<file path="src/sv/spq_pkg.sv">
`timescale 1ns / 1ps

package spq_pkg;

  localparam int DATA_W = 32;
  localparam int PRIO_W = 8;

  typedef enum logic [1:0] {
    KIND_INSERT = 2'd0,
    KIND_REMOVE = 2'd1,
    KIND_PEEK   = 2'd2
  } kind_t;

  typedef enum logic [1:0] {
    ST_DONE  = 2'd0,
    ST_EMPTY = 2'd1,
    ST_FULL  = 2'd2
  } status_t;

  typedef struct packed {
    kind_t               kind;
    logic [DATA_W-1:0]   item_data;
    logic [PRIO_W-1:0]   item_priority;
  } req_t;

  typedef struct packed {
    status_t             status;
    logic [DATA_W-1:0]   head_data;
  } rsp_t;

  typedef struct packed {
    logic                ins;
    logic                rem;
    logic [PRIO_W-1:0]   prio;
    logic [DATA_W-1:0]   data;
  } cell_ctl_t;

endpackage

</file>
<file path="src/sv/spq_cell.sv">
`timescale 1ns / 1ps

module spq_cell
  import spq_pkg::*;
(
  input  logic              clk,
  input  cell_ctl_t         ctl,
  input  logic              occupied,
  input  logic              left_le,
  input  logic [PRIO_W-1:0] left_prio,
  input  logic [DATA_W-1:0] left_data,
  input  logic [PRIO_W-1:0] right_prio,
  input  logic [DATA_W-1:0] right_data,
  output logic [PRIO_W-1:0] prio,
  output logic [DATA_W-1:0] data,
  output logic              le
);

  logic [PRIO_W-1:0] prio_next;
  logic [DATA_W-1:0] data_next;

  // An occupied entry that sorts at or before the new item stays in place.
  assign le = occupied && (prio <= ctl.prio);

  always_comb begin
    prio_next = prio;
    data_next = data;
    if (ctl.ins && !le) begin
      if (left_le) begin
        prio_next = ctl.prio;
        data_next = ctl.data;
      end else begin
        prio_next = left_prio;
        data_next = left_data;
      end
    end else if (ctl.rem) begin
      prio_next = right_prio;
      data_next = right_data;
    end
  end

  always_ff @(posedge clk) begin
    prio <= prio_next;
    data <= data_next;
  end

endmodule

</file>
<file path="src/sv/stable_min_priority_queue.sv">
`timescale 1ns / 1ps

// Sorted priority queue built as a row of slot cells, head in the first cell.
// A request is taken on a rising edge with start high and busy low. busy stays
// low, so one request is accepted in every cycle. kind selects insert, remove
// or peek; insert places the item behind all entries of lower or equal
// priority value, so equal priorities leave in arrival order.
// Every request gives one result on the cycle after it is accepted: done is
// high for exactly that cycle with result holding status and, for a remove or
// peek on a non-empty queue, the head data. Throughput is one request per cycle,
// set by the parallel compare in every cell and the one-step shift to a neighbor.
// Insert into a full queue reports full and changes nothing; remove or peek on
// an empty queue reports empty. Results cannot be stalled by the receiver.
// Synchronous reset empties the queue and clears done; slot contents are left
// as they are and are never read before they are written.
module stable_min_priority_queue
  import spq_pkg::*;
#(
  parameter int CAPACITY = 16
) (
  input  logic clk,
  input  logic rst,
  input  logic start,
  output logic busy,
  input  req_t request,
  output logic done,
  output rsp_t result
);

  localparam int OCC_W = $clog2(CAPACITY + 1);

  logic [OCC_W-1:0]  occupancy;
  logic [OCC_W-1:0]  occupancy_next;
  rsp_t              result_next;
  cell_ctl_t         ctl;
  logic              accept;
  logic              full;
  logic              empty;

  logic [PRIO_W-1:0] slot_prio [CAPACITY];
  logic [DATA_W-1:0] slot_data [CAPACITY];
  logic              slot_le   [CAPACITY];

  assign busy   = 1'b0;
  assign accept = start && !busy;
  assign full   = (occupancy == OCC_W'(CAPACITY));
  assign empty  = (occupancy == '0);

  always_comb begin
    ctl.ins          = 1'b0;
    ctl.rem          = 1'b0;
    ctl.prio         = request.item_priority;
    ctl.data         = request.item_data;
    occupancy_next   = occupancy;
    result_next      = '{status: ST_DONE, head_data: '0};
    if (accept) begin
      unique case (request.kind)
        KIND_INSERT: begin
          if (full) begin
            result_next.status = ST_FULL;
          end else begin
            ctl.ins        = 1'b1;
            occupancy_next = occupancy + OCC_W'(1);
          end
        end
        KIND_REMOVE, KIND_PEEK: begin
          if (empty) begin
            result_next.status = ST_EMPTY;
          end else begin
            result_next.head_data = slot_data[0];
            if (request.kind == KIND_REMOVE) begin
              ctl.rem        = 1'b1;
              occupancy_next = occupancy - OCC_W'(1);
            end
          end
        end
        default: begin
        end
      endcase
    end
  end

  for (genvar i = 0; i < CAPACITY; i++) begin : g_cell
    logic              left_le;
    logic [PRIO_W-1:0] left_prio;
    logic [DATA_W-1:0] left_data;
    logic [PRIO_W-1:0] right_prio;
    logic [DATA_W-1:0] right_data;

    if (i == 0) begin : g_first
      assign left_le   = 1'b1;
      assign left_prio = slot_prio[0];
      assign left_data = slot_data[0];
    end else begin : g_inner
      assign left_le   = slot_le[i-1];
      assign left_prio = slot_prio[i-1];
      assign left_data = slot_data[i-1];
    end

    if (i == CAPACITY - 1) begin : g_last
      assign right_prio = slot_prio[i];
      assign right_data = slot_data[i];
    end else begin : g_body
      assign right_prio = slot_prio[i+1];
      assign right_data = slot_data[i+1];
    end

    spq_cell u_cell (
      .clk        (clk),
      .ctl        (ctl),
      .occupied   (OCC_W'(i) < occupancy),
      .left_le    (left_le),
      .left_prio  (left_prio),
      .left_data  (left_data),
      .right_prio (right_prio),
      .right_data (right_data),
      .prio       (slot_prio[i]),
      .data       (slot_data[i]),
      .le         (slot_le[i])
    );
  end

  always_ff @(posedge clk) begin
    if (rst) begin
      occupancy <= '0;
      done      <= 1'b0;
    end else begin
      occupancy <= occupancy_next;
      done      <= accept;
    end
  end

  always_ff @(posedge clk) begin
    result <= result_next;
  end

`ifndef SYNTHESIS
  a_occ_bound: assert property (@(posedge clk) disable iff (rst)
    occupancy <= OCC_W'(CAPACITY))
    else $error("occupancy exceeds capacity");

  a_done_follows: assert property (@(posedge clk) disable iff (rst)
    accept |=> done)
    else $error("accepted request produced no result");

  a_full_status: assert property (@(posedge clk) disable iff (rst)
    accept && request.kind == KIND_INSERT && full |=>
      result.status == ST_FULL && $stable(occupancy))
    else $error("insert into full queue changed state");

  a_occ_step: assert property (@(posedge clk) disable iff (rst)
    !accept |=> $stable(occupancy))
    else $error("occupancy changed without a request");
`endif

endmodule
</file>
<file path="config.mk">
export PLATFORM = sky130hd
export DESIGN_NAME = stable_min_priority_queue
export DESIGN_NICKNAME = d
export VERILOG_FILES = /design/src/sv/spq_pkg.sv /design/src/sv/spq_cell.sv /design/src/sv/stable_min_priority_queue.sv
export SDC_FILE = /design/constraint.sdc
export NUM_CORES = 1
export LEC_CHECK = 0
export BUFFER_PORTS_ARGS = -buffer_cell sky130_fd_sc_hd__buf_2
export CAP_MARGIN = 5
export CORE_AREA = 3 3 259 388
export CTS_BUF_LIST = sky130_fd_sc_hd__clkbuf_8
export DETAILED_ROUTE_END_ITERATION = 10
export DIE_AREA = 0 0 262 391
export GPL_ROUTABILITY_DRIVEN = 0
export PLACE_DENSITY = 0.62
export SETUP_SLACK_MARGIN = 0.02
export SYNTH_ARGS = -nofsm -noshare
export SYNTH_HDL_FRONTEND = slang
export SYNTH_SLANG_ARGS = --single-unit
export TNS_END_PERCENT = 50
</file>
<file path="constraint.sdc">
create_clock -name clk -period 7.5 [get_ports clk]
set_input_delay 1.5 -clock clk [delete_from_list [all_inputs] [get_ports clk]]
set_output_delay 1.5 -clock clk [all_outputs]
set_load 0.005 [all_outputs]
</file>
==> impl_results.md <==
- Clk sinks: between 600 and 700
- Die Wd: 262 um
- First-pass GRT wire length: roughly 160000 um
- Vias in the first global route: 26100
- Post-synth cell types: a little under 60
- Yosys reg bits: ~700
- Data required time of the worst path: 8.01 ns
- Routed Wire Length: 106000 um
- Max Cap Violations: 0
- Period utilization: 0.618
- Resized cells post-CTS: 0
- Initial Util: 0.379
- Clock network power share: 0.328
- Cts bufs inserted: slightly above 100
- Mean number of vias per cell: 5.60
- Clock latency on the worst-skew pair: 0.77 ns
- Die footprint: 102000 um^2
- Post-route ant nets: 0
- WHS Endpoint: result[9]$_SDFF_PP0_
- Syn Nets: ~3400
- Synthesized area: 36900 um^2
- Post-synth ARST share: 0
- Final Hold Vio Count: 0
- Final setup TNS: 0 ns
- Max Freq: 216 MHz
- Hold crit path type: flip-flop to flip-flop
- Status: complete, no violations
- Hold Startpoint: g_cell[0].u_cell.data[9]$_DFFE_PP_
- Post-Layout Inst Area: 40400 um^2
- DPL Wire Length: 65600 um
- Number of core rows: 140
- Slew HR: 0.246
- Worst Reg-to-Reg Cells: 8
- First-pass iteration count of the detailed router: 6
- Worst Setup Start Kind: input port
- Critical path type: input port to flip-flop
- Nets: 3351
- CTS max path bufs: 3
- Syn Area/Cell: 11.6 um^2
- Main synth FF type: edfxtp_1
- Clock root cell: clkbuf_8
- Die Ht: 391 um
- Combinational Power Share: 0.176
- 1st-iter DRT viols: 1685
- Total grt overflow: 0
- Initial antenna violation count: 4
- Placed inst area: around 38000 um^2
- Maximum VDD drop: about 0.12 mV
- Worst reg2reg path startpoint: occupancy[1]$_SDFFE_PP0P_
- CTS tree: done
- GRT Overall Usage: 0.205
- Share of power burned in registers: 0.496
- Share of layout cells above drive strength 1: 0.155
- Area grow syn2layout: 9.41%
- Largest net degree at the start of global routing: 81
- Hold_buf cts: 0
- Final core occ: 0.415
- Critical path capture point type: flip-flop
- Fin crit period: 4.64 ns
- Worst-path fanout max: 33
- P_leak: 15.2 nW
- Finished Layout Cells: 4534
- R2R setup slack: 3.37 ns
- Switching Fraction: 0.294
- Number of flops mapped to enable cells by yosys: 640
- Routed len/inst: 23.4 um
- Setup violators final: 0
- Critical path data arrival time: 5.15 ns
- Post-Place Cells: approximately 4300
- RSZ-0062 raised after global routing: false
- Cell count after synthesis: 3173
- P_int: 6.73 mW
- Reg clk slew, reported paths: 0.06 ns
- Buffers on Ports: 79
- Net switching power: 2.80 mW
- Post-CTS setup buffers: 0
- Pwr dens: around 240 nW/um^2
- Post-synthesis sequential area ratio: 0.542
- Crit Reg-Reg Endpoint: g_cell[11].u_cell.data[4]$_DFFE_PP_
- Via Count: 25400
- Final Skew: 0.0249 ns
- Hold depth: 1
- Final hold slack: 0.475 ns
- Yosys warnings: 0
- Number of remaining DRC errors: 0
- Worst Max-Slew Pin Slew: 1.13 ns
- Htree depth: 3
- Core ar.: approximately 97000 um^2
- Max-slew violation count: 0
- Io pins: 81
==> how the worst max path moves through the flow <==
stage / from / endpoint / slack, ns
floorplan: request[1] / g_cell[11].u_cell.data[0]$_DFFE_PP_ / 0.72
detailed placement: request[1] / g_cell[14].u_cell.data[16]$_DFFE_PP_ / 2.11
CTS: request[1] / g_cell[14].u_cell.data[16]$_DFFE_PP_ / 2.94
global placement: request[1] / g_cell[14].u_cell.data[16]$_DFFE_PP_ / 2.10
finish: request[5] / g_cell[14].u_cell.data[16]$_DFFE_PP_ / 2.86
global route: request[5] / g_cell[14].u_cell.data[1]$_DFFE_PP_ / 2.74
==> layer usage <==
metal  part of all wire  vias up  track usage
met1               0.40    12900        0.244
met2               0.51      665        0.362
met3              0.047      221       0.0323
met5            0.00012        -            0
met4              0.045        2       0.0954
li1                   -    11700            -
==> registers in the layout, summed over array words and instances (netlist names) <==
| signal | count |
|---|---|
| g_cell.u_cell.data | 512 |
| g_cell.u_cell.prio | 128 |
| result | 34 |
| occupancy | 5 |
| done | 1 |
==> cell usage in the layout (no fill, tap or decap), drive strengths merged, types with 15 or more instances in the layout <==
cell / Yosys / layout
a21oi: 176 / 176
a31oi: 41 / 41
and2: 32 / 32
buf: 112 / 133
clkbuf: 128 / 114
clkinv: 0 / 28
dfxtp: 40 / 40
edfxtp: 640 / 640
ha: 135 / 135
inv: 30 / 68
mux2: 158 / 158
mux2i: 484 / 484
nand2: 475 / 475
nand4: 28 / 28
nor2: 191 / 191
nor2b: 17 / 17
o211ai: 15 / 15
o21ai: 384 / 384
==> critical path, cell delays in order <==
cell and delay [ns]:
buf_2 0.33, inv_1 0.44, ha_1 0.47, nand4_1 0.18
nor2_1 0.21, a21oi_1 0.12, nor3_2 0.84, buf_12 0.34
mux2_2 0.36, mux2_1 0.30
==> Yosys cell counts, drive strengths merged, types with 32 or more instances <==
master,count,area share
dfxtp,40,0.022
clkbuf,128,0.013
mux2,158,0.052
mux2i,484,0.13
a21oi,176,0.028
buf,112,0.022
ha,135,0.046
nand2,475,0.049
o21ai,384,0.052
edfxtp,640,0.52
and2,32,0.0054
nor2,191,0.019
a31oi,41,0.0069
==> metrics by stage <==
stage	total power, mW	worst slack [ns]
after CTS	9.62	2.94
after global routing	9.93	2.74
after global placement	6.44	2.10
after floorplan	5.93	0.716
after detailed placement	6.48	2.11
final	9.52	2.86
==> kinds of logic after synthesis <==
| kind of cell | Yosys count | synth area share |
|---|---|---|
| AND/OR/NAND/NOR | 781 | 0.0881 |
| flip-flops | 680 | 0.542 |
| AO/OA/AOI/OAI | 659 | 0.101 |
| multiplexers | 642 | 0.183 |
| buffers and inverters | 270 | 0.0382 |
| adder cells (fa/ha/maj) | 135 | 0.0458 |
| XOR/XNOR | 5 | 0.00119 |
| other | 1 | 0.000102 |
==> power groups by stage <==
stage	clock [mW]	combinational [mW]	sequential, mW
5_1_grt	3.36	1.83	4.75
3_5_place_dp	0	1.68	4.80
2_1_floorplan	0	1.20	4.72
3_3_place_gp	0	1.65	4.80
6_report	3.12	1.68	4.72
4_1_cts	3.21	1.68	4.72
==> cell type report <==
type	count	area [um^2]
sequential	680	20000
inverter	30	113
clock buffer	114	1570
antenna	3	7.51
multi-input combinational	2223	15800
tap	1278	1600
clock inverter	73	452
fill	9487	57000
timing repair buffer	133	863
No activity file was read; power rests on OpenSTA's default activity.
